$ cat src/fpd_pkg.sv
// ----------------------------------------------------------------------------
// fpd_pkg
// Shared constants, status codes and controller/datapath interface types for
// the five-point derivative block.
// ----------------------------------------------------------------------------
package fpd_pkg;

  // Channel and window geometry
  localparam int NUM_JOINTS = 8;
  localparam int HIST       = 4;   // stored samples per joint
  localparam int HALF       = 2;   // centre offset from newest sample
  localparam int JIDX_W     = (NUM_JOINTS > 1) ? $clog2(NUM_JOINTS) : 1;
  localparam int HIDX_W     = $clog2(HIST);
  localparam int FILL_W     = 3;

  // Field widths
  localparam int JOINT_W = 3;
  localparam int TIME_W  = 32;
  localparam int POS_W   = 32;
  localparam int OUT_W   = 48;
  localparam int AVG_W   = 30;
  localparam int STAT_W  = 2;

  // Arithmetic widths
  localparam int N_W    = 39;  // signed stencil sums
  localparam int MAG1_W = 36;  // |num1|
  localparam int MAG2_W = 38;  // |num2|
  localparam int M1_W   = 56;  // |num1| * 1e6
  localparam int M2A_W  = 60;  // |num2| * 4e6
  localparam int SQ_W   = 64;  // S * S
  localparam int DVS1_W = 34;  // 3 * S
  localparam int DVD_W  = 80;  // widest dividend
  localparam int DVS_W  = 66;  // widest divisor
  localparam int Q_W    = 48;  // quotient bits developed
  localparam int CNT_W  = $clog2(Q_W + 1);

  // Scale factors
  localparam logic [19:0] VEL_SCALE = 20'd1000000;
  localparam logic [21:0] ACC_PRE   = 22'd4000000;

  // Saturation limits
  localparam logic [OUT_W-1:0] POS_LIMIT = 48'h7FFF_FFFF_FFFF;
  localparam logic [OUT_W-1:0] NEG_LIMIT = 48'h8000_0000_0000;

  // Result status codes
  localparam logic [STAT_W-1:0] ST_NOT_FULL = 2'd0;
  localparam logic [STAT_W-1:0] ST_JITTER   = 2'd1;
  localparam logic [STAT_W-1:0] ST_VALID    = 2'd2;

  // Controller to datapath
  typedef struct packed {
    logic capture;
    logic eval;
    logic mul1;
    logic mul2;
    logic div_start;
    logic load_out;
  } fpd_cmd_t;

  // Datapath to controller
  typedef struct packed {
    logic joint_ok;
    logic need_div;
    logic div_done;
  } fpd_stat_t;

endpackage

$ cat src/fpd_ctrl.sv
// ----------------------------------------------------------------------------
// fpd_ctrl
// Sequencer: capture, evaluate window, multiply and divide when needed, hand off result.
// ----------------------------------------------------------------------------
module fpd_ctrl import fpd_pkg::*; (
  input  logic      clk_i,
  input  logic      rst_ni,
  input  logic      in_valid_i,
  output logic      in_stall_o,
  output logic      out_valid_o,
  input  logic      out_stall_i,
  output fpd_cmd_t  cmd_o,
  input  fpd_stat_t stat_i
);

  typedef enum logic [6:0] {
    S_IDLE  = 7'b0000001,
    S_EVAL  = 7'b0000010,
    S_MUL1  = 7'b0000100,
    S_MUL2  = 7'b0001000,
    S_START = 7'b0010000,
    S_DIV   = 7'b0100000,
    S_DONE  = 7'b1000000
  } fpd_state_e;

  fpd_state_e state_q, state_d;
  logic       out_valid_q, out_valid_d;

  // commands
  always_comb begin
    cmd_o           = '0;
    cmd_o.capture   = (state_q == S_IDLE) && in_valid_i;
    cmd_o.eval      = (state_q == S_EVAL) && stat_i.joint_ok;
    cmd_o.mul1      = (state_q == S_MUL1);
    cmd_o.mul2      = (state_q == S_MUL2);
    cmd_o.div_start = (state_q == S_START);
    cmd_o.load_out  = (state_q == S_DONE) && (!out_valid_q || !out_stall_i);
  end

  // next state
  always_comb begin
    state_d = state_q;
    case (state_q)
      S_IDLE: begin
        if (in_valid_i) state_d = S_EVAL;
      end
      S_EVAL: begin
        if (!stat_i.joint_ok)     state_d = S_IDLE;
        else if (stat_i.need_div) state_d = S_MUL1;
        else                      state_d = S_DONE;
      end
      S_MUL1:  state_d = S_MUL2;
      S_MUL2:  state_d = S_START;
      S_START: state_d = S_DIV;
      S_DIV: begin
        if (stat_i.div_done) state_d = S_DONE;
      end
      S_DONE: begin
        if (cmd_o.load_out) state_d = S_IDLE;
      end
      default: state_d = S_IDLE;
    endcase
  end

  // output valid flag
  always_comb begin
    out_valid_d = out_valid_q;
    if (out_valid_q && !out_stall_i) out_valid_d = 1'b0;
    if (cmd_o.load_out)              out_valid_d = 1'b1;
  end

  always_ff @(posedge clk_i or negedge rst_ni) begin
    if (!rst_ni) begin
      state_q     <= S_IDLE;
      out_valid_q <= 1'b0;
    end else begin
      state_q     <= state_d;
      out_valid_q <= out_valid_d;
    end
  end

  assign in_stall_o  = (state_q != S_IDLE);
  assign out_valid_o = out_valid_q;

endmodule

$ cat config.mk
export PLATFORM = sky130hd
export DESIGN_NAME = fpd_ctrl
export DESIGN_NICKNAME = d
export VERILOG_FILES = /design/src/fpd_pkg.sv /design/src/fpd_ctrl.sv
export SDC_FILE = /design/constraint.sdc
export NUM_CORES = 1
export LEC_CHECK = 0
export BUFFER_PORTS_ARGS = -buffer_cell sky130_fd_sc_hd__buf_4
export CORE_AREA = 2 2 39 41
export DETAILED_ROUTE_END_ITERATION = 12
export DIE_AREA = 0 0 41 43
export REMOVE_ABC_BUFFERS = 1
export SLEW_MARGIN = 20
export SYNTH_ARGS = -nofsm -noshare
export SYNTH_HDL_FRONTEND = slang
export SYNTH_SLANG_ARGS = --single-unit
$ cat constraint.sdc
create_clock -name clk_i -period 1.3 [get_ports clk_i]
set_input_delay 0.065 -clock clk_i [delete_from_list [all_inputs] [get_ports clk_i]]
set_output_delay 0.065 -clock clk_i [all_outputs]
set_load 0.03 [all_outputs]
# After elaboration in Yosys (flattened, before gate mapping)
# Cells that the tools add are included.
dict set report classes {
  eq_ne 11
  muxes 8
  n_reduce_logical 9
}
# operator count
set op_table {}
lappend op_table {{one-hot mux 7 bit (7 select lines)} 1}
lappend op_table {{two-way mux 7 bit} 5}
lappend op_table {{equality test 7 x 1 -> 1 bit, second input constant} 1}
lappend op_table {{equality test 7 x 2 -> 1 bit, second input constant} 1}
lappend op_table {{equality test 7 x 3 -> 1 bit, second input constant} 1}
lappend op_table {{equality test 7 x 4 -> 1 bit, second input constant} 1}
lappend op_table {{equality test 7 x 5 -> 1 bit, second input constant} 1}
lappend op_table {{equality test 7 x 6 -> 1 bit, second input constant} 1}
lappend op_table {{equality test 7 bit, second input constant} 1}
lappend op_table {{!= test 7 x 1 -> 1 bit, second input constant} 1}
lappend op_table {{!= test 2 bit, second input constant} 3}
lappend op_table {{logical AND 1 bit} 4}
lappend op_table {{AND reduction 3 bit} 1}
lappend op_table {{logical NOT 1 bit} 2}
lappend op_table {{two-way mux 1 bit} 2}
lappend op_table {{nonzero test 2 bit} 1}
lappend op_table {{logical OR 1 bit} 1}
dict set report word_totals {
  register_bits 8
  out_inout_bits 8
}

# Logic depth before layout (Yosys ltp)
dict set report depth {
  depth_word 5
  ltp_mapped 5
  mapped_depth_nobuf 3
}

# Worst setup path before layout
# No wires, ideal clock.
dict set report synth_path {
  path_kind {register -> output}
  startpoint {register state_q[2]}
  endpoint {output cmd_o[1] in the netlist's numbering}
  arrival_time_ps 1895
  path_slack_ps -660
  stages_incl_launch_ff 4
  path_buffers 1
  path_cell_list {dfrtp_1 -> buf_4 -> or4_4 -> nor4_1}
}
# item line
set synth_rtl {}
lappend synth_rtl {{start: declaration} fpd_ctrl.sv:26} ;# fpd_state_e state_q, state_d;
lappend synth_rtl {{start signal: assignment} fpd_ctrl.sv:77} ;# state_q <= state_d;
lappend synth_rtl {{end: declaration} fpd_ctrl.sv:12} ;# output fpd_cmd_t cmd_o,

==> results.md <==
* Routed len/inst at ~13 µm
* DR vias/cell at 4.99
* #FFs+latches synth at 8
* Gpl congestion at between 0.7 and 0.8
* Peak Freq at about 610 MHz
* RR Endpoint: state_q[0]$_DFFE_PN1P_
* End of the critical path: cmd_o[1]
* Final slew viol count at 0
* LEAKAGE at between 0.4 and 0.5 nW
* RSZ-0062 raised after global routing: true
* Mean Syn Cell Area at between 9 and 10 µm²
* Pwr Total at between 1 and 1.5 mW
* Final ANT Viol Nets at 0
* Share of cells above drive strength 1 at 0.730
* Minimum clock period at 1.63 ns
* Crit end category: output port
* Placed Cells at 87
* Worst-Skew Late Latency at around 0.26 ns
* First-pass iteration count of the detailed router at 4
* Chip Width at 41 µm
* Post-synth top area share at 0.357
* CTS tree: built
* Setup CP Type: reg -> out
* Post-synth top cells: 7 x dfrtp_1, 5 x nor3b_1, 4 x inv_1, 4 x nand2_1
* Clock buffer depth at 2
* Nets at 97
* Synth warn at 0
* Worst-path clk slew at 0.06 ns
* Critical path startpoint: state_q[2]$_DFFE_PN0P_
* Max Clock Skew at approximately 0.005 ns
* GR Layer Usage met2 at 0.269
* Via count at between 500 and 600
* FP Rows at 14
* Final WS setup at -0.333 ns
* Final Hold Vio Count at 0
* Core Footprint at roughly 1400 µm²
* Post-Syn Area at about 490 µm²
* Fillers at roughly 100
* Final WL at around 1400 µm
* Num ports at 15
* Number of synthesized flops with an enable pin at 0
* Total CTS buffers at 3
* CP startpoint kind: flip-flop
* Final Non-Filler Cells at approximately 110
* GRT Resource Usage Total at 0.192
* Worst path required time at roughly 1.2 ns
* Crit-path slowest cell: or4_4
* Post-synth ARST share at 1.00
* Yosys cell types at 28
* Main flop type after synthesis: dfrtp_1
* Area grow syn2layout at 92.1%
* VDD IR max at just under 1000 µV
* Worst rel slew slack at 0.815
* Vias in the first global route at 535
* Max stage delay on crit path at about 0.52 ns
* Arr. time, crit path at around 1.6 ns
* Status: complete, but fails checks
* Clock Sinks at 8
* Finish-stage setup viols at 11
* Worst slew pin tran at approximately 0.28 ns
* Met3 usage at 0.0785
* DP HPWL at 840 µm
* Worst r2r path cells at 5
* Met1 usage at 0.262
* Reg2reg setup slack at -0.29 ns
* Pwr/cell area at roughly 1100 nW/µm²
* Crit-path cells: or4_4 -> nor4_2 -> buf_4
* # DRC at 0
* HP Class: in -> reg
* Post-Syn Instances at 52
* Initial antenna violation count at 0
* Top cell type by total area after synthesis: dfrtp_1
* Setup TNS at -2.48 ns
* Die area at roughly 1800 µm²
* Largest cells by area after synthesis: dfrtp_1 36%, nor3b_1 7.7%, dfstp_2 5.4%
* Initial DRC count at 12
* Initial Util at 0.354
* Fin crit share at 1.26
* Post-place setup slack at -0.105 ns
* Port bufs at 14
* Critical Path Fanout Max at 4
* Antenna cells at 0
* Chip height at between 40 and 50 µm
* Largest net degree at the start of global routing at 9
* Reg2reg start: state_q[2]$_DFFE_PN0P_
* Max_cap viols at 0
* Root buf cell: clkbuf_4
* Most common cell in the netlist: dfrtp_1
* Failing checks: setup timing
* Seq/Total Area, Yosys at 0.411
* Depth of the CTS H-tree at 1
* Global-route wire length before repair at 2270 µm
* Grt total ovfl at 0
* Layer with the highest usage: met2
[critical path, delay by kind of cell (launching register included)]
kind	cells	cell delay [ns]
buffers and inverters	1	0.19
DFF	1	0.45
and+or+nand+nor	2	0.66
[final cells by class]
cell class | count | area, µm² | area share
sequential | 8 | 205 | 0.218
clock buffer | 4 | 26.3 | 0.0279
inverter | 4 | 15.0 | 0.0159
tap | 16 | 20.0 | 0.0212
multi-input combinational | 36 | 377 | 0.400
timing repair buffer | 37 | 299 | 0.317
[worst min-delay path by stage]
| stage | startpoint | endpoint | slack, ns | cells after the start |
|---|---|---|---|---|
| detailed placement | rst_ni | state_q[4]$_DFFE_PN0P_ | -0.11 | 1 |
| global placement | rst_ni | state_q[4]$_DFFE_PN0P_ | -0.11 | 1 |
| finish | out_stall_i | out_valid_o$_DFFE_PN0P_ | 0.03 | 3 |
| floorplan | rst_ni | out_valid_o$_DFFE_PN0P_ | -0.23 | 0 |
| CTS | out_stall_i | out_valid_o$_DFFE_PN0P_ | 0.02 | 3 |
| global route | out_stall_i | out_valid_o$_DFFE_PN0P_ | 0.03 | 3 |
[registers in the layout (all words and copies together), names as in the netlist]
name,count
out_valid_o,1
state_q,7
[where the power goes]
group          internal, mW  switching, mW
Clock                 0.118         0.0961
Sequential            0.278         0.0403
Combinational         0.321          0.224
Total                 0.718          0.360
[logic make-up after synthesis]
| kind of cell | after synthesis | share of synthesized area |
|---|---|---|
| buffers and inverters | 8 | 0.0816 |
| XOR/XNOR | 1 | 0.0179 |
| flip-flops | 8 | 0.411 |
| AO/OA/AOI/OAI | 8 | 0.130 |
| AND/OR/NAND/NOR | 27 | 0.360 |
[repair_timing]
action,in CTS,in global routing
endpoints found under the setup margin,8,15
endpoints found under the hold margin,8,0
pin swaps,5,5
hold buffers,1,0
setup buffers,11,2
resized for setup,14,16
[per-stage QoR]
step / utilization / instance area, µm² / hold slack [ns]
2_1_floorplan: - / 465 / -0.231
3_3_place_gp: 0.476 / 658 / -0.112
3_5_place_dp: 0.476 / 658 / -0.113
4_1_cts: 0.618 / 856 / 0.0161
5_1_grt: 0.681 / 942 / 0.0321
6_report: 0.681 / 942 / 0.0270
[cell usage in the layout, fill, tap and decap left out, types with 2 or more instances in the layout]
master	Yosys	layout
dfrtp_1	7	4
a21oi_1	2	2
and3_4	0	2
nand2_1	4	2
buf_4	2	31
buf_6	0	5
nor3b_2	0	4
nor3_2	1	2
nor3_4	0	2
dfrtp_2	0	3
clkbuf_4	0	3
inv_1	4	4
nand2_2	0	2
nor4_2	0	2
[per-layer routing]
layer  vias to the layer above  share of wire
met5                         -              0
met4                         0          0.010
met3                         3          0.043
met2                        11           0.48
met1                       246           0.46
li1                        264              -
No activity file was read; power rests on OpenSTA's default activity.
